$ cat src/design/shell_variable_reference_tokenizer_unit_macros.svh
// Assertion macros used by the tokenizer top-level design file.
// Each macro expects signals named clk and arst_n in the scope where it is used.
`ifndef SHELL_VARIABLE_REFERENCE_TOKENIZER_UNIT_MACROS_SVH
`define SHELL_VARIABLE_REFERENCE_TOKENIZER_UNIT_MACROS_SVH

// The consequent must hold in the same cycle as the antecedent.
`define SVRT_ASSERT_NOW(name, ante, cons, msg) \
	name: assert property (@(posedge clk) disable iff (!arst_n) (ante) |-> (cons)) \
		else $error(msg);

// The consequent must hold in the cycle after the antecedent.
`define SVRT_ASSERT_NEXT(name, ante, cons, msg) \
	name: assert property (@(posedge clk) disable iff (!arst_n) (ante) |=> (cons)) \
		else $error(msg);

`endif

$ cat src/design/svrt_pkg.sv
package svrt_pkg;

	localparam int MAX_DEPTH   = 255;
	localparam int DEPTH_W     = $clog2(MAX_DEPTH + 1);
	localparam int MAX_RESULTS = 3;
	localparam int CNT_W       = $clog2(MAX_RESULTS + 1);
	localparam int SLOT_W      = $clog2(MAX_RESULTS);

	localparam logic [7:0] CH_DOLLAR    = 8'h24;
	localparam logic [7:0] CH_BACKSLASH = 8'h5c;
	localparam logic [7:0] CH_LBRACKET  = 8'h5b;
	localparam logic [7:0] CH_RBRACKET  = 8'h5d;
	localparam logic [7:0] CH_LBRACE    = 8'h7b;
	localparam logic [7:0] CH_RBRACE    = 8'h7d;
	localparam logic [7:0] CH_UNDERLINE = 8'h5f;

	typedef enum logic [5:0] {
		PH_TEXT    = 6'b000001,
		PH_DOLLAR  = 6'b000010,
		PH_NAME    = 6'b000100,
		PH_BRACKET = 6'b001000,
		PH_BRACE   = 6'b010000,
		PH_ERROR   = 6'b100000
	} phase_t;

	typedef enum logic [2:0] {
		K_LIT  = 3'd0,
		K_NAME = 3'd1,
		K_END  = 3'd2,
		K_STR  = 3'd3,
		K_ERR  = 3'd4
	} tok_kind_t;

	typedef enum logic [1:0] {
		E_BAD_CHAR = 2'd0,
		E_BRACKET  = 2'd1,
		E_BRACE    = 2'd2,
		E_DEPTH    = 2'd3
	} err_kind_t;

	typedef struct packed {
		phase_t               phase;
		logic                 held;
		logic [DEPTH_W-1:0]   depth;
	} state_t;

	typedef struct packed {
		tok_kind_t  kind;
		logic [7:0] data;
		err_kind_t  err;
		logic       last;
	} tok_t;

	typedef struct packed {
		tok_t [MAX_RESULTS-1:0] slot;
		logic [CNT_W-1:0]       count;
	} res_t;

	localparam state_t STATE_RESET = '{phase: PH_TEXT, held: 1'b0, depth: '0};

	function automatic logic is_alpha(logic [7:0] c);
		return c inside {[8'h61:8'h7a], [8'h41:8'h5a]};
	endfunction

	function automatic logic is_name_char(logic [7:0] c);
		return is_alpha(c) || (c inside {[8'h30:8'h39]}) || (c == CH_UNDERLINE);
	endfunction

	function automatic tok_t mk_tok(tok_kind_t k, logic [7:0] b, err_kind_t e);
		tok_t t;
		t.kind = k;
		t.data = b;
		t.err  = e;
		t.last = 1'b0;
		return t;
	endfunction

	// Appends a token; anything past the last slot is dropped.
	function automatic res_t push(res_t r, tok_t t);
		res_t o;
		o = r;
		if (r.count < CNT_W'(MAX_RESULTS)) begin
			o.slot[r.count[SLOT_W-1:0]] = t;
			o.count = CNT_W'(r.count + CNT_W'(1));
		end
		return o;
	endfunction

endpackage

$ cat src/design/svrt_step.sv
module svrt_step (
	input  svrt_pkg::state_t cur,
	input  logic [7:0]       c,
	input  logic             eos,
	output svrt_pkg::state_t nxt,
	output svrt_pkg::res_t   res
);
	import svrt_pkg::*;

	res_t       r;
	state_t     n;
	logic       do_top;
	logic       skip;
	logic       in_bracket;
	logic [7:0] opener;
	logic [7:0] closer;

	always_comb begin
		r          = '0;
		n          = cur;
		do_top     = 1'b0;
		skip       = 1'b0;
		in_bracket = (cur.phase == PH_BRACKET);
		opener     = in_bracket ? CH_LBRACKET : CH_LBRACE;
		closer     = in_bracket ? CH_RBRACKET : CH_RBRACE;

		case (cur.phase)
			PH_DOLLAR: begin
				if (is_alpha(c) || c == CH_UNDERLINE) begin
					r       = push(r, mk_tok(K_NAME, c, E_BAD_CHAR));
					n.phase = PH_NAME;
				end else if (c == CH_LBRACE) begin
					n.depth = DEPTH_W'(1);
					n.phase = PH_BRACE;
				end else begin
					r       = push(r, mk_tok(K_ERR, 8'h00, E_BAD_CHAR));
					n.phase = PH_ERROR;
					n.depth = '0;
				end
			end
			PH_NAME: begin
				if (is_name_char(c)) begin
					r = push(r, mk_tok(K_NAME, c, E_BAD_CHAR));
				end else if (c == CH_LBRACKET) begin
					r       = push(r, mk_tok(K_NAME, c, E_BAD_CHAR));
					n.depth = DEPTH_W'(1);
					n.phase = PH_BRACKET;
				end else begin
					r       = push(r, mk_tok(K_END, 8'h00, E_BAD_CHAR));
					n.phase = PH_TEXT;
					do_top  = 1'b1;
				end
			end
			PH_BRACKET, PH_BRACE: begin
				if (c == opener) begin
					if (cur.depth >= DEPTH_W'(MAX_DEPTH)) begin
						r       = push(r, mk_tok(K_ERR, 8'h00, E_DEPTH));
						n.phase = PH_ERROR;
						n.depth = '0;
					end else begin
						n.depth = DEPTH_W'(cur.depth + DEPTH_W'(1));
						r       = push(r, mk_tok(K_NAME, c, E_BAD_CHAR));
					end
				end else if (c == closer) begin
					n.depth = (cur.depth != '0) ? DEPTH_W'(cur.depth - DEPTH_W'(1)) : '0;
					if (n.depth == '0) begin
						// The closing bracket belongs to the name; the outer brace does not.
						if (in_bracket) begin
							r = push(r, mk_tok(K_NAME, c, E_BAD_CHAR));
						end
						r       = push(r, mk_tok(K_END, 8'h00, E_BAD_CHAR));
						n.phase = PH_TEXT;
					end else begin
						r = push(r, mk_tok(K_NAME, c, E_BAD_CHAR));
					end
				end else begin
					r = push(r, mk_tok(K_NAME, c, E_BAD_CHAR));
				end
			end
			PH_ERROR: begin
			end
			default: begin
				n.phase = PH_TEXT;
				do_top  = 1'b1;
			end
		endcase

		// Plain text: a backslash is held back in case a dollar follows it.
		if (do_top) begin
			if (n.held) begin
				n.held = 1'b0;
				if (c == CH_DOLLAR) begin
					r    = push(r, mk_tok(K_LIT, CH_DOLLAR, E_BAD_CHAR));
					skip = 1'b1;
				end else begin
					r = push(r, mk_tok(K_LIT, CH_BACKSLASH, E_BAD_CHAR));
				end
			end
			if (!skip) begin
				if (c == CH_BACKSLASH) begin
					n.held = 1'b1;
				end else if (c == CH_DOLLAR) begin
					n.phase = PH_DOLLAR;
				end else begin
					r = push(r, mk_tok(K_LIT, c, E_BAD_CHAR));
				end
			end
		end

		if (eos) begin
			case (n.phase)
				PH_TEXT: begin
					if (n.held) begin
						r = push(r, mk_tok(K_LIT, CH_BACKSLASH, E_BAD_CHAR));
					end
				end
				PH_DOLLAR:  r = push(r, mk_tok(K_LIT, CH_DOLLAR, E_BAD_CHAR));
				PH_NAME:    r = push(r, mk_tok(K_END, 8'h00, E_BAD_CHAR));
				PH_BRACKET: r = push(r, mk_tok(K_ERR, 8'h00, E_BRACKET));
				PH_BRACE:   r = push(r, mk_tok(K_ERR, 8'h00, E_BRACE));
				default: begin
				end
			endcase
			r = push(r, mk_tok(K_STR, 8'h00, E_BAD_CHAR));
			n = STATE_RESET;
		end

		if (r.count != '0) begin
			r.slot[SLOT_W'(r.count - CNT_W'(1))].last = 1'b1;
		end
	end

	assign nxt = n;
	assign res = r;

endmodule

$ cat src/design/shell_variable_reference_tokenizer_unit.sv
// Shell variable reference tokenizer. Bytes of a string arrive on the s_ stream, one per
// transaction, with s_tlast marking the final byte; tokens leave on the m_ stream: literal
// bytes, variable-name bytes, a name-end mark after each $name, $name[...] or ${...}, a
// string-end mark after every string, and errors (bad character after a dollar, an unclosed
// bracket or brace, or nesting beyond 255 levels), after which the rest of that string only
// yields its string-end mark. Each byte gives zero to three tokens; m_tlast flags the final
// token of each byte. A byte is captured in an input register, decoded combinationally and
// written into a three-entry result buffer, which drains at one token per cycle while
// m_tready is high. Throughput is one byte per cycle while each byte yields at most one
// token and the output does not stall; a byte that yields more holds the buffer until its
// last token leaves. A byte reaches the output through the input register, then the buffer.
`include "shell_variable_reference_tokenizer_unit_macros.svh"

module shell_variable_reference_tokenizer_unit (
	input  logic       clk,
	input  logic       arst_n,
	input  logic       s_tvalid,
	output logic       s_tready,
	input  logic [7:0] s_tdata,   // [7:0] char_in
	input  logic       s_tlast,   // end_of_string
	output logic       m_tvalid,
	input  logic       m_tready,
	output logic [7:0] m_tdata,   // [7:0] token_byte
	output logic [4:0] m_tuser,   // [2:0] token_kind, [4:3] error_kind
	output logic       m_tlast    // run_last
);
	import svrt_pkg::*;

	// Input register: one byte waiting to be decoded.
	logic       valid_s1;
	logic [7:0] char_s1;
	logic       eos_s1;

	// Scanner state: phase, held backslash and nesting depth.
	state_t st_q;
	state_t st_next;
	res_t   step_res;

	// Result buffer: slot 0 is always the token on offer.
	tok_t [MAX_RESULTS-1:0] slot_q;
	logic [CNT_W-1:0]       cnt_q;

	logic pop;
	logic advance;

	assign pop = m_tvalid && m_tready;

	// The decoded byte may enter the buffer once it is empty or its last token is leaving.
	assign advance  = valid_s1 && ((cnt_q == '0) || (cnt_q == CNT_W'(1) && pop));
	assign s_tready = !valid_s1 || advance;

	svrt_step u_step (
		.cur (st_q),
		.c   (char_s1),
		.eos (eos_s1),
		.nxt (st_next),
		.res (step_res)
	);

	always_ff @(posedge clk or negedge arst_n) begin
		if (!arst_n) begin
			valid_s1 <= 1'b0;
			st_q     <= STATE_RESET;
			cnt_q    <= '0;
		end else begin
			if (s_tready) begin
				valid_s1 <= s_tvalid;
			end
			if (advance) begin
				st_q  <= st_next;
				cnt_q <= step_res.count;
			end else if (pop) begin
				cnt_q <= CNT_W'(cnt_q - CNT_W'(1));
			end
		end
	end

	always_ff @(posedge clk) begin
		if (s_tready && s_tvalid) begin
			char_s1 <= s_tdata;
			eos_s1  <= s_tlast;
		end
		if (advance) begin
			slot_q <= step_res.slot;
		end else if (pop) begin
			for (int i = 0; i < MAX_RESULTS - 1; i++) begin
				slot_q[i] <= slot_q[i+1];
			end
		end
	end

	assign m_tvalid = (cnt_q != '0);
	assign m_tdata  = slot_q[0].data;
	assign m_tuser  = {slot_q[0].err, slot_q[0].kind};
	assign m_tlast  = slot_q[0].last;

	// A byte's final token leaving empties the buffer unless the next byte was loaded.
	`SVRT_ASSERT_NEXT(a_last_drains, pop && m_tlast, cnt_q == '0 || $past(advance), "tokens left after last")
	// More tokens of the same byte are still on offer after a non-final token.
	`SVRT_ASSERT_NEXT(a_run_continues, pop && !m_tlast, m_tvalid, "token run broken")
	// Bytes after an error produce nothing until the string ends.
	`SVRT_ASSERT_NEXT(a_error_silent, advance && st_q.phase == PH_ERROR && !eos_s1, cnt_q == '0, "token after error")
	// Nesting depth is only held inside a bracket or brace.
	`SVRT_ASSERT_NOW(a_depth_phase, st_q.depth != '0, st_q.phase == PH_BRACKET || st_q.phase == PH_BRACE, "stray depth")

endmodule
$ cat config.mk
export PLATFORM = sky130hd
export DESIGN_NAME = shell_variable_reference_tokenizer_unit
export DESIGN_NICKNAME = d
export VERILOG_FILES = /design/src/design/svrt_pkg.sv /design/src/design/svrt_step.sv /design/src/design/shell_variable_reference_tokenizer_unit.sv
export VERILOG_INCLUDE_DIRS = /design/src /design/src/design
export SDC_FILE = /design/constraint.sdc
export NUM_CORES = 1
export LEC_CHECK = 0
export BUFFER_PORTS_ARGS = -buffer_cell sky130_fd_sc_hd__buf_2
export CAP_MARGIN = 20
export CELL_PAD_IN_SITES_DETAIL_PLACEMENT = 1
export CELL_PAD_IN_SITES_GLOBAL_PLACEMENT = 1
export CORE_UTILIZATION = 47
export DETAILED_ROUTE_END_ITERATION = 8
export PLACE_DENSITY_LB_ADDON = 0.1
export SYNTH_ARGS = -nofsm -noshare
export SYNTH_HDL_FRONTEND = slang
export SYNTH_SLANG_ARGS = --single-unit
$ cat constraint.sdc
create_clock -name clk -period 4.1 [get_ports clk]
set_input_delay 0.82 -clock clk [delete_from_list [all_inputs] [get_ports clk]]
set_output_delay 0.82 -clock clk [all_outputs]
set_load 0.01 [all_outputs]
-- Word level (Yosys, flattened, before mapping)
Cells that the tools add are included.
W data, S select, Z words.
- bits in registers: 69
- input port bits: 13
- output and inout bits: 16
- logic and storage cells: 217
- add/subtract/negate cells: 9
- magnitude comparators: 24
- equality and inequality tests: 22
- multiplexer cells: 86
- bitwise logic cells: 27
- reductions and logical operators: 30
- operators by type and width (kind ; count):
    $mux W44 ; 29
    $pmux W44 S5 ; 1
    $and A36 B36 Y36 ; 5
    $not A36 Y36 ; 5
    $demux W14 S2 ; 6
    $pmux W44 S3 ; 1
    $bwmux W42 ; 2
    $mux W14 ; 6
    $and A39 B39 Y39 ; 2
    $not A39 Y39 ; 2
    $mux W6 ; 11
    $and A30 B30 Y30 ; 2
    $not A30 Y30 ; 2
    $mux W28 ; 2
    $mux W8 ; 7
    $mux W42 ; 1
    $eq A8 B7 Y1 const B ; 4
    $mux W16 ; 2
    $mux W15 ; 2
    $or A6 B6 Y6 ; 5
    $or A12 B12 Y12 ; 2
    $pmux W6 S4 ; 1
    $pmux W8 S3 ; 1
    $lt A2 B3 Y1 const B ; 6
    other kinds (40) ; 91

-- Logic depth before layout (Yosys ltp)
Gate-level depths: netlist (run 1).
- word-level depth: 64
- gate-level depth with buffers: 12
- mapped depth without buffers: 12

-- Modules after synthesis
From an unflattened synthesis (run 1), not the netlist that was laid out.
- cell total of the unflattened synthesis: 501
- area total of the unflattened synthesis: 5167.5 µm²
- modules (own cells, without submodules) (module ; instances ; cells an instance ; area each (µm²) ; seq. area each (µm²)):
    shell_variable_reference_tokenizer_unit ; 1 ; 147 ; 2949.1 ; 1983.2
    svrt_step ; 1 ; 354 ; 2218.4 ; 0.0

-- Worst setup path after synthesis (run 1)
No wires, ideal clock.
- kind: register to register
- from: reg st_q[14] (netlist bit)
- to: reg slot_q[14] (netlist bit) (data pin)
- library setup time: 0.256 ns
- arrival: 3.118 ns
- data required time: 3.844 ns
- setup slack: 0.726 ns
- cell stages (with the launch flop): 13
- buffers on the path: 0
- clock period less this slack: 3.374 ns
- cell sequence: dfrtp_1 > or3_4 > nor4b_4 > ha_1 > nand2_1 > nor4b_2 > nand4_1 > o21ai_0 > nor2_1 > a2111oi_4 > xnor2_1 > a31o_1 > a22o_1
- cells in the longest elaborated chain, start to end: 39
- elaborated cells between the ends (all ways): 121
- those cells by class: add/sub (6); order compare (17); eq/ne (12); mux (59); bitwise (18); reduce/logical (9)
- RTL lines (element ; RTL line ; source):
    start, declared ; shell_variable_reference_tokenizer_unit.sv:35 ; state_t st_q;
    start signal, assigned ; shell_variable_reference_tokenizer_unit.sv:70 ; st_q <= st_next;
    $eq A6 B4 Y1 ; svrt_step.sv:23, svrt_step.sv:27 ;
    $mux W14 ; svrt_step.sv:68 ; if (in_bracket) begin
    $mux W44 ; svrt_step.sv:66 ; if (n.depth == '0) begin
    $mux W44 ; svrt_step.sv:64 ; end else if (c == closer) begin
    $mux W44 ; svrt_step.sv:55 ; if (c == opener) begin
    $mux W44 ; svrt_step.sv:27 ; case (cur.phase)
    $add A2 B1 Y2 (tied with other cells) ; svrt_pkg.sv:84 ; o.count = CNT_W'(r.count + CNT_W'(1));
    $mux W44 / $logic_and A1 B1 Y1 (equally long branches) ; svrt_pkg.sv:82, svrt_pkg.sv:83 ;
    [... 23 more ...] ; -- ;
    $sub A2 B1 Y2 (tied with other cells) ; svrt_step.sv:129 ; r.slot[SLOT_W'(r.count - CNT_W'(1))].last = 1'b1;
    $lt A2 B3 Y1 (not written as such) (tied with other cells) ; svrt_step.sv:129 ;
    $logic_and A1 B1 Y1 (not written as such) / $and A36 B36 Y36 (equally long branches) ; -- ;
    $mux W1 (not written as such) / $mux W44 (equally long branches) ; svrt_step.sv:129, svrt_pkg.sv:82 ;
    $demux W14 S2 / $mux W44 (equally long branches) ; -- ;
    $bwmux W42 ; svrt_step.sv:129 ;
    $mux W42 * ; svrt_step.sv:128 ; if (r.count != '0) begin
    $mux W28 * ; shell_variable_reference_tokenizer_unit.sv:83 ; if (advance) begin
    end signal, assigned ; shell_variable_reference_tokenizer_unit.sv:84 ; slot_q <= step_res.slot;
    end signal, assigned by index ; shell_variable_reference_tokenizer_unit.sv:87 ; slot_q[i] <= slot_q[i+1];
    end, declared ; shell_variable_reference_tokenizer_unit.sv:40 ; tok_t [MAX_RESULTS-1:0] slot_q;
Every way passes the cells marked *; elsewhere a longest branch is shown, timed or not. The select of a mux whose other input is x is not followed.
A chain may end at the register's enable or synchronous reset.

-- Worst setup path after layout (run 1)
Same ends and word-level chain as after synthesis.

==> flow_summary.json, run 1 <==
{
  "synth.top_cell.area_share_pct": 34.0,
  "synthMostInstantiatedCell": "nand2_1",
  "wire_per_inst_microns": 19.5,
  "start_util_pct": 48.7,
  "io_pins": 29,
  "arrival_ns": 3.90,
  "drcViolationCount": 0,
  "cp_slowest_cell": "a2111oi_4",
  "vias": 3873,
  "grt_pass1_wl_microns": 20600,
  "path_clk_slew_ns": 0.08,
  "drtIter0Drc": 314,
  "finalSetupTns_ns": 0,
  "synth_cell_type_count": 74,
  "ys_seq_area_share_pct": 44.0,
  "synth_edf_count": 51,
  "r2r_cells": 12,
  "cpPeakStageDelay_ns": 0.51,
  "p_leak_nw": 1.91,
  "relSlewSlack_pct": 41.4,
  "synth_top_cell_by_area": "edfxtp_1",
  "root_buffer": "clkbuf_8",
  "max-cap-violations": 0,
  "hold_path_class": "input pin to async pin",
  "rows": 35,
  "synthCells": 500,
  "fillCellCount": 1111,
  "ys_seq_elements": 69,
  "fp.coreArea_sq_um": 9240,
  "worst_slack_ns": 0.322,
  "grt_usage_pct": 27.2,
  "ir_drop_mv": 0.376,
  "grt_start_max_net_pins": 56,
  "drive_above_1_share_pct": 14.0,
  "cts_tree": "done",
  "drt-total-wl_microns": 12400,
  "cts.hold.buffers_added": 0,
  "yosys_most_used_dff": "edfxtp_1",
  "finalMaxSlewViolations": 0,
  "ys_top_cells_by_area": "edfxtp_1, dfrtp_1, nand2_1, o21ai_0, a21oi_1",
  "pre_cts_ws_ns": 0.306,
  "io_buffers": 28,
  "grt_setup_unrepaired": "no",
  "cp-end-kind": "flip-flop",
  "cp-start-kind": "flip-flop",
  "fin_nets": 522,
  "yosysWarnings": 0,
  "globalplace.congestion": 0.926,
  "synth_commonest_cells": "nand2_1, edfxtp_1, o21ai_0, nor2_1, a21oi_1",
  "cp_max_fo": 6,
  "firstDrtPassIters": 4,
  "syn_area_sq_um": 4500,
  "period_share_pct": 92.2,
  "place_hpwl_microns": 9050,
  "worstSkewPairLatency_ns": 0.37,
  "syn_to_final_growth_pct": 7.33,
  "postSynthAreaPerCell_sq_um": 9.01,
  "post_drt_via_cell_ratio": 6.08,
  "r2r_end": "slot_q[14]$_DFFE_PP_",
  "hold_ws_ns": 0.420,
  "fin_skew_ns": 0.0120,
  "fmax_mhz": 265,
  "hold_viol": 0,
  "worst-r2r-setup-slack_ns": 0.32,
  "htreeDepth": 3,
  "worst_pin_slew_ns": 0.873,
  "clockBufferDepth": 2,
  "p_per_area_nw_per_um2": 557,
  "period_minus_slack_ns": 3.78,
  "antennaDiodeCount": 0,
  "grt.overflow.total": 0,
  "antenna_left": 0,
  "cp-endpoint": "slot_q[14]$_DFFE_PP_",
  "dieArea_sq_um": 9980,
  "timing.rr.start": "st_q[14]$_DFFE_PN0P_",
  "fp.dieH_microns": 99.9,
  "numCtsBuffers": 9,
  "clock_sinks": 69,
  "critPathRequiredTime_ns": 4.22,
  "dieWidth_microns": 99.9,
  "postSynth.asyncResetShare_pct": 26.1,
  "path_class": "flip-flop to flip-flop",
  "crit_chain": "or3_4 > nor4b_4 > ha_1 > nand2_1 > nor4b_2 > nand4_1 > nor2_2 > nor2_1 > a2111oi_4 > xnor2_1 > a31o_1 > a22o_1",
  "critPathLaunch": "st_q[14]$_DFFE_PN0P_",
  "grt_pass1_vias": 3879,
  "outcome": "complete, no violations",
  "setup_viol": 0,
  "antenna_found_initial": 0
}
state kept, by name (all words and copies together) (netlist names):
| register | cells |
|---|---|
| slot_q | 28 |
| st_q | 15 |
| char_s1 | 8 |
| m_tdata | 8 |
| m_tuser | 5 |
| cnt_q | 2 |
| eos_s1 | 1 |
| m_tlast | 1 |
| valid_s1 | 1 |
metrics by stage:
| step | area, sq um | std cells | util, % | power [mW] |
|---|---|---|---|---|
| 6_report | 4830 | 637 | 52.3 | 2.69 |
| 5_1_grt | 4830 | 637 | 52.3 | 2.86 |
| 4_1_cts | 4830 | 637 | 52.3 | 2.71 |
| 3_5_place_dp | 4640 | 622 | 50.2 | 2.15 |
| 3_3_place_gp | 4640 | 622 | 50.2 | 2.11 |
| 2_1_floorplan | 4510 | 502 | - | 1.91 |
where the power goes:
part | total (mW) | switching [mW] | internal [mW] | leakage, nW
logic | 0.882 | 0.580 | 0.303 | 1.07
clock network | 0.564 | 0.270 | 0.293 | 0.0992
registers | 1.24 | 0.130 | 1.11 | 0.742
worst min-delay path by stage:
stage,startpoint,endpoint,slack [ns]
after detailed placement,slot_q[24]$_DFFE_PP_,m_tdata[7]$_DFFE_PP_,0.51
final,arst_n,valid_s1$_DFFE_PN0N_,0.42
after global routing,arst_n,st_q[12]$_DFFE_PN0P_,0.44
after global placement,slot_q[24]$_DFFE_PP_,m_tdata[7]$_DFFE_PP_,0.49
after floorplan,slot_q[24]$_DFFE_PP_,m_tdata[7]$_DFFE_PP_,0.48
after CTS,arst_n,st_q[13]$_DFFE_PN0P_,0.43
layout make-up:
class	count	area, sq um	share of cell area, %
clock buffer	11	141	2.92
clock inverter	4	48.8	1.01
inverter	11	41.3	0.854
multi-input combinational	375	2240	46.4
sequential	69	1980	41.0
tap	129	161	3.34
timing repair buffer	38	215	4.45
per-layer routing:
layer,vias to the layer above,track usage (%),share of wire (%)
met4,0,10.4,2.3
met1,1913,35.9,46
met3,24,4.32,4.3
met5,-,0,0
li1,1836,-,-
met2,100,44.9,47
critical path: cells and delay by family (launching register included):
kind / cells / cell delay [ns]
adder cells (fa/ha/maj): 1 / 0.22
flip-flops: 1 / 0.43
XOR/XNOR: 1 / 0.16
AO/OA/AOI/OAI: 3 / 0.96
AND/OR/NAND/NOR: 7 / 1.78
kinds of logic after synthesis:
group | after synthesis | share of synthesized area, %
DFF | 69 | 44.0
buffers and inverters | 58 | 6.53
xor gates and xnor gates | 7 | 1.36
other | 1 | 0.0833
adders and majority gates | 6 | 1.61
AOI/OAI and AO/OA | 145 | 21.6
and+or+nand+nor | 214 | 24.8
layout by cell type (no fill, tap or decap), types with 5 or more instances in the layout:
| cell type | instances |
|---|---|
| buf_4 | 10 |
| buf_2 | 28 |
| ha_1 | 5 |
| and3_1 | 9 |
| edfxtp_1 | 51 |
| or3_1 | 5 |
| o21ai_0 | 43 |
| nor2_1 | 43 |
| dfrtp_1 | 17 |
| clkbuf_8 | 10 |
| a22o_1 | 8 |
| o21ai_1 | 5 |
| and2_1 | 12 |
| xnor2_1 | 5 |
| a21oi_1 | 34 |
| a211oi_1 | 6 |
| nand2_1 | 73 |
| o31ai_1 | 7 |
| nand3_1 | 13 |
| a31oi_1 | 5 |
| inv_1 | 11 |
| nor3_1 | 15 |
| nand2b_1 | 6 |
repair_timing:
action	in CTS	in global routing
buffers inserted	0	0
resized for setup	0	2
setup endpoints to repair	0	2
Power figures use the tool's default switching activity.
==> run 2: changes to the inputs <==
--- a/config.mk
+++ b/config.mk
@@ -7,12 +7,12 @@
 export NUM_CORES = 1
 export LEC_CHECK = 0
 export BUFFER_PORTS_ARGS = -buffer_cell sky130_fd_sc_hd__buf_2
-export CAP_MARGIN = 20
 export CELL_PAD_IN_SITES_DETAIL_PLACEMENT = 1
 export CELL_PAD_IN_SITES_GLOBAL_PLACEMENT = 1
-export CORE_UTILIZATION = 47
+export CORE_UTILIZATION = 49
 export DETAILED_ROUTE_END_ITERATION = 8
 export PLACE_DENSITY_LB_ADDON = 0.1
 export SYNTH_ARGS = -nofsm -noshare
 export SYNTH_HDL_FRONTEND = slang
+export SYNTH_HIERARCHICAL = 1
 export SYNTH_SLANG_ARGS = --single-unit
==> flow_summary.json, run 2 <==
{
  "synthSimpleGateAreaFrac_pct": 20.8,
  "vias": 4055,
  "antenna_found_initial": 0,
  "pwr-share-comb_pct": 36.1,
  "arrival_ns": 4.11,
  "cp-end-kind": "flip-flop",
  "synthMostInstantiatedCell": "edfxtp_1",
  "max-cap-violations": 0,
  "ir_drop_mv": 0.338,
  "grt.overflow.total": 0,
  "ys_top_cells_by_area": "edfxtp_1, mux2_4, dfrtp_1, nor2_1, buf_4",
  "place_hpwl_microns": 10300,
  "firstDrtPassIters": 5,
  "seqPwrFrac_pct": 42.8,
  "finish.utilization_pct": 52.5,
  "period_share_pct": 94.6,
  "worst_pin_slew_ns": 0.779,
  "cp_max_fo": 8,
  "p_switching_uw": 951,
  "reg_top3": "slot_q: 28 flops, st_q: 15 flops",
  "synthAdderAreaFrac_pct": 1.21,
  "cpPeakStageDelay_ns": 0.59,
  "critPathRequiredTime_ns": 4.33,
  "finalMaxSlewViolations": 0,
  "synth_xor_area_share_pct": 0.678,
  "fmax_mhz": 258,
  "drtIter0Drc": 219,
  "clockBufferDepth": 2,
  "globalplace.congestion": 0.953,
  "largest_reg_flops": 28,
  "clkPwrFrac_pct": 21.1,
  "synth.top_cell.area_share_pct": 29.6,
  "yosys_most_used_dff": "edfxtp_1",
  "path_class": "flip-flop to flip-flop",
  "timing.rr.start": "st_q[10]$_DFFE_PN0P_",
  "wire_per_inst_microns": 21.9,
  "drive_above_1_share_pct": 25.1,
  "p_leak_nw": 2.25,
  "final_cell_mix": "edfxtp_1, mux2_4, nor2_1",
  "p_per_area_nw_per_um2": 541,
  "htreeDepth": 3,
  "muxShareOfSynthArea_pct": 13.2,
  "postSynthAreaPerCell_sq_um": 10.3,
  "dieArea_sq_um": 11000,
  "cp-endpoint": "m_tdata[4]$_DFFE_PP_",
  "cp_slowest_cell": "or4_4",
  "worstSkewPairLatency_ns": 0.36,
  "crit_buf_inv": 1,
  "clock_sinks": 69,
  "worst-r2r-setup-slack_ns": 0.22,
  "synth_cell_type_count": 93,
  "io_pins": 29,
  "r2r_end": "m_tdata[4]$_DFFE_PP_",
  "critPathLaunch": "st_q[10]$_DFFE_PN0P_",
  "numCtsBuffers": 9,
  "setup_viol": 0,
  "drcViolationCount": 0,
  "root_buffer": "clkbuf_8",
  "antennaDiodeCount": 0,
  "synth_compound_area_share_pct": 17.7,
  "finalSetupTns_ns": 0,
  "internal_power_mw": 1.97,
  "ys_seq_area_share_pct": 38.4,
  "path_clk_slew_ns": 0.08,
  "drt-total-wl_microns": 14100,
  "fin_skew_ns": 0.0120,
  "fp.dieH_microns": 105,
  "crit_chain": "or4_4 > nor2b_2 > ha_1 > and4b_1 > nand3_1 > a2111oi_0 > buf_4 > nand3b_1 > a31oi_1 > o21a_2 > o41ai_2 > a31o_1 > mux2_4",
  "postSynth.asyncResetShare_pct": 26.1,
  "start_util_pct": 50.3,
  "synth_top_cell_by_area": "edfxtp_1",
  "period_minus_slack_ns": 3.88,
  "fin_nets": 519,
  "synth_commonest_cells": "edfxtp_1, mux2_4, nor2_1, nand2_1, a21oi_1",
  "r2r_cells": 13,
  "hold_viol": 0,
  "grt_pass1_vias": 4201,
  "cp-start-kind": "flip-flop",
  "synthCells": 501,
  "hold_path_class": "input pin to async pin",
  "grt_usage_pct": 27.0,
  "post_cts_buffers": 0,
  "fp.coreArea_sq_um": 10300,
  "syn_area_sq_um": 5170,
  "cts_tree": "done",
  "outcome": "complete, no violations",
  "critical_path_depth": 13,
  "synth_top_family_by_area": "simple AND/OR/NAND/NOR gates",
  "io_buffers": 28,
  "path_delay_family": "compound AO/OA/AOI/OAI gates",
  "regMostFlops": "slot_q",
  "switching_share_pct": 32.6,
  "hold_ws_ns": 0.402,
  "relSlewSlack_pct": 47.6,
  "ys_seq_elements": 69,
  "post_drt_via_cell_ratio": 6.32,
  "grt_pass1_wl_microns": 22700,
  "syn_to_final_growth_pct": 4.50,
  "rows": 37,
  "yosysWarnings": 6,
  "antenna_left": 0,
  "layout_commonest_cell": "edfxtp_1",
  "grt_start_max_net_pins": 32,
  "dieWidth_microns": 105,
  "grt_setup_unrepaired": "no",
  "synth_edf_count": 51
}
## run 2: cell types whose count changed in the layout (fill, tap and decap cells not counted), sizes merged, moves of 6 or more
cell / change
o31ai: -7
a21boi: +6
a22o: -7
o21ai: -24
a21oi: -9
mux2: +45
nand2: -37
## run 2: cells by family (layout without fill, tap and decap cells)
logic type      Yosys count  after routing
simple gates            189            189
buf+inv                  62             65
flops                    69             69
fa+ha+maj                 5              5
compound gates          123            123
other cells               1              3
mux                      48             48
xor+xnor                  4              4
## run 2: worst min-delay path by stage
stage	to	start	cells after the start
4_1_cts	st_q[3]$_DFFE_PN0P_	arst_n	1
3_5_place_dp	slot_q[17]$_DFFE_PP_	slot_q[31]$_DFFE_PP_	1
5_1_grt	st_q[5]$_DFFE_PN0P_	arst_n	1
3_3_place_gp	slot_q[17]$_DFFE_PP_	slot_q[31]$_DFFE_PP_	1
6_report	st_q[5]$_DFFE_PN0P_	arst_n	1
2_1_floorplan	st_q[12]$_DFFE_PN0P_	st_q[12]$_DFFE_PN0P_	1
## run 2: routing by layer
metal	share of wire [%]	vias to the layer above	routed length, microns	GRT usage, %
met5	0	-	0	0
met4	2.7	0	379	10.4
met3	6.4	28	894	7.17
met2	47	147	6610	44.1
met1	44	2007	6170	34.3
li1	-	1873	-	-
## run 2: area by class of cell
type | instances | area [sq um]
Clock buffer | 10 | 128
Clock inverter | 6 | 87.6
Fill cell | 1174 | 4880
Inverter | 13 | 48.8
Multi-Input combinational cell | 372 | 2780
Sequential cell | 69 | 1980
Tap cell | 136 | 170
Timing Repair Buffer | 36 | 200
## run 2: stage by stage
stage	instance area, sq um	instances	setup slack [ns]	total power, mW
finish	5400	642	0.220	2.92
global route	5400	642	0.0168	3.07
CTS	5400	642	0.196	2.95
detailed placement	5180	626	0.226	2.33
global placement	5180	626	0.364	2.28
floorplan	5170	503	0.585	2.23
## run 2: power by group through the flow
stage	registers [mW]	clock network, mW	logic [mW]
floorplan	1.18	0	1.05
global placement	1.25	0	1.03
detailed placement	1.27	0	1.07
CTS	1.26	0.629	1.07
global route	1.28	0.660	1.13
finish	1.25	0.615	1.06
## run 2: repair_timing
item,CTS,global route
resized for setup,0,1
hold endpoints to repair,0,0
hold buffers,0,0
endpoints found under the setup margin,0,7
## run 2: worst register-to-register path, delay by kind of cell (launching register included)
family	cells	cell delay (ns)
buf+inv	1	0.21
mux	1	0.14
fa+ha+maj	1	0.15
compound gates	5	1.46
flops	1	0.46
simple gates	5	1.34
==> run 3: changes to the inputs <==
--- a/config.mk
+++ b/config.mk
@@ -9,6 +9,7 @@
 export BUFFER_PORTS_ARGS = -buffer_cell sky130_fd_sc_hd__buf_2
 export CELL_PAD_IN_SITES_DETAIL_PLACEMENT = 1
 export CELL_PAD_IN_SITES_GLOBAL_PLACEMENT = 1
+export CORE_ASPECT_RATIO = 1.25
 export CORE_UTILIZATION = 49
 export DETAILED_ROUTE_END_ITERATION = 8
 export PLACE_DENSITY_LB_ADDON = 0.1
==> flow_summary.json, run 3 (synthesized netlist as in run 2, its figures left out) <==
{
  "outcome": "complete, no violations",
  "wire_per_inst_microns": 22.1,
  "relSlewSlack_pct": 47.9,
  "final_cell_mix": "edfxtp_1, mux2_4, nor2_1",
  "grt_pass1_vias": 3939,
  "grt_busiest_layer": "met2",
  "fp.dieH_microns": 117,
  "rows": 41,
  "worstSkewPairLatency_ns": 0.34,
  "clockBufferDepth": 2,
  "path_class": "flip-flop to flip-flop",
  "globalplace.congestion": 0.916,
  "layout_commonest_cell": "edfxtp_1",
  "met2_usage_pct": 45.8,
  "finalMaxSlewViolations": 0,
  "critPathRequiredTime_ns": 4.19,
  "drtIter0Drc": 206,
  "post_cts_resize_count": 0,
  "pre_cts_ws_ns": 0.246,
  "grt.overflow.total": 0,
  "reg_top3": "slot_q: 28 flops, st_q: 15 flops",
  "grt_usage_pct": 26.7,
  "hold_viol": 0,
  "fp.coreArea_sq_um": 10200,
  "io_buffers": 28,
  "fin_nets": 519,
  "gr-usage-met3_pct": 4.20,
  "vias": 4022,
  "hold_path_class": "input pin to async pin",
  "largest_reg_flops": 28,
  "numCtsBuffers": 9,
  "cp_max_fo": 9,
  "timing.rr.start": "st_q[10]$_DFFE_PN0P_",
  "antenna_left": 0,
  "grt_pass1_wl_microns": 21600,
  "p_leak_nw": 2.29,
  "arrival_ns": 4.03,
  "place_hpwl_microns": 10200,
  "dpl.cell_count": 619,
  "worst_pin_slew_ns": 0.774,
  "grt_start_max_net_pins": 30,
  "finalSetupTns_ns": 0,
  "firstDrtPassIters": 4,
  "io_pins": 29,
  "grt_setup_unrepaired": "no",
  "ir_drop_mv": 0.725,
  "cp-end-kind": "flip-flop",
  "htreeDepth": 3,
  "fmax_mhz": 254,
  "start_util_pct": 50.9,
  "cp-start-kind": "flip-flop",
  "worst_slack_ns": 0.162,
  "root_buffer": "clkbuf_16",
  "regMostFlops": "slot_q",
  "antennaDiodeCount": 0,
  "path_clk_slew_ns": 0.06,
  "period_share_pct": 96.1,
  "fin_skew_ns": 0.00867,
  "antenna_found_initial": 0,
  "syn_to_final_growth_pct": 5.93,
  "setup_viol": 0,
  "critPathLaunch": "st_q[10]$_DFFE_PN0P_",
  "drt-total-wl_microns": 14100,
  "cts_tree": "done",
  "period_minus_slack_ns": 3.94,
  "dieWidth_microns": 93.9,
  "cts.hold.buffers_added": 0,
  "p_per_area_nw_per_um2": 566,
  "drcViolationCount": 0,
  "hold_ws_ns": 0.438,
  "grt_use_met1_pct": 34.3,
  "final_cells": 635,
  "max-cap-violations": 0,
  "post_drt_via_cell_ratio": 6.33,
  "clock_sinks": 69,
  "dieArea_sq_um": 11000,
  "drive_above_1_share_pct": 25.3,
  "post_cts_buffers": 0
}
[run 3: area by class of cell]
class / count / area (sq um)
well taps: 129 / 161
clock buffers: 9 / 225
fillers: 1120 / 4680
flip-flops and latches: 69 / 1980
repair buffers: 36 / 200
clock inverters: 7 / 73.8
inverters: 13 / 48.8
multi-input cells: 372 / 2780
[run 3: final timing paths]
| path | endpoint | cells past startpoint | slack [ns] |
|---|---|---|---|
| hold reg to reg | slot_q[17]$_DFFE_PP_ | 1 | 0.55 |
| hold / removal | st_q[2]$_DFFE_PN0P_ | 1 | 0.44 |
| setup reg to reg | slot_q[26]$_DFFE_PP_ | 12 | 0.16 |
| min in group clk | slot_q[17]$_DFFE_PP_ | 1 | 0.55 |
| max in group asynchronous | st_q[9]$_DFFE_PN1P_ | 1 | 3.31 |
| setup / recovery | slot_q[26]$_DFFE_PP_ | 12 | 0.16 |
[run 3: layer usage]
layer / vias up / share of wire (%) / wire (microns)
met4: 0 / 2.3 / 326
met1: 2008 / 42 / 5950
met3: 21 / 5.2 / 735
li1: 1866 / - / -
met2: 127 / 50 / 7040
met5: - / 0 / 0
[run 3: power breakdown]
part / internal (mW) / switching, mW
Clock: 0.473 / 0.325
Sequential: 1.11 / 0.137
Combinational: 0.518 / 0.533
Total: 2.10 / 0.994
[run 3: worst max-delay path: stages, from the launching register on]
cell and delay [ns]:
dfrtp_1 0.45, or4_4 0.59, nor2b_2 0.19, ha_1 0.15, and4b_1 0.31, and2_1 0.36
and4_4 0.34, o21a_1 0.16, o221ai_2 0.15, a21oi_4 0.29, a211oi_2 0.17, a211o_1 0.26
mux2_4 0.26
[run 3: per-stage QoR]
stage | cell area, sq um | util, % | power (mW)
floorplan | 5170 | - | 2.23
global placement | 5170 | 50.9 | 2.28
detailed placement | 5170 | 50.9 | 2.33
CTS | 5470 | 53.9 | 3.13
global route | 5470 | 53.9 | 3.24
finish | 5470 | 53.9 | 3.10
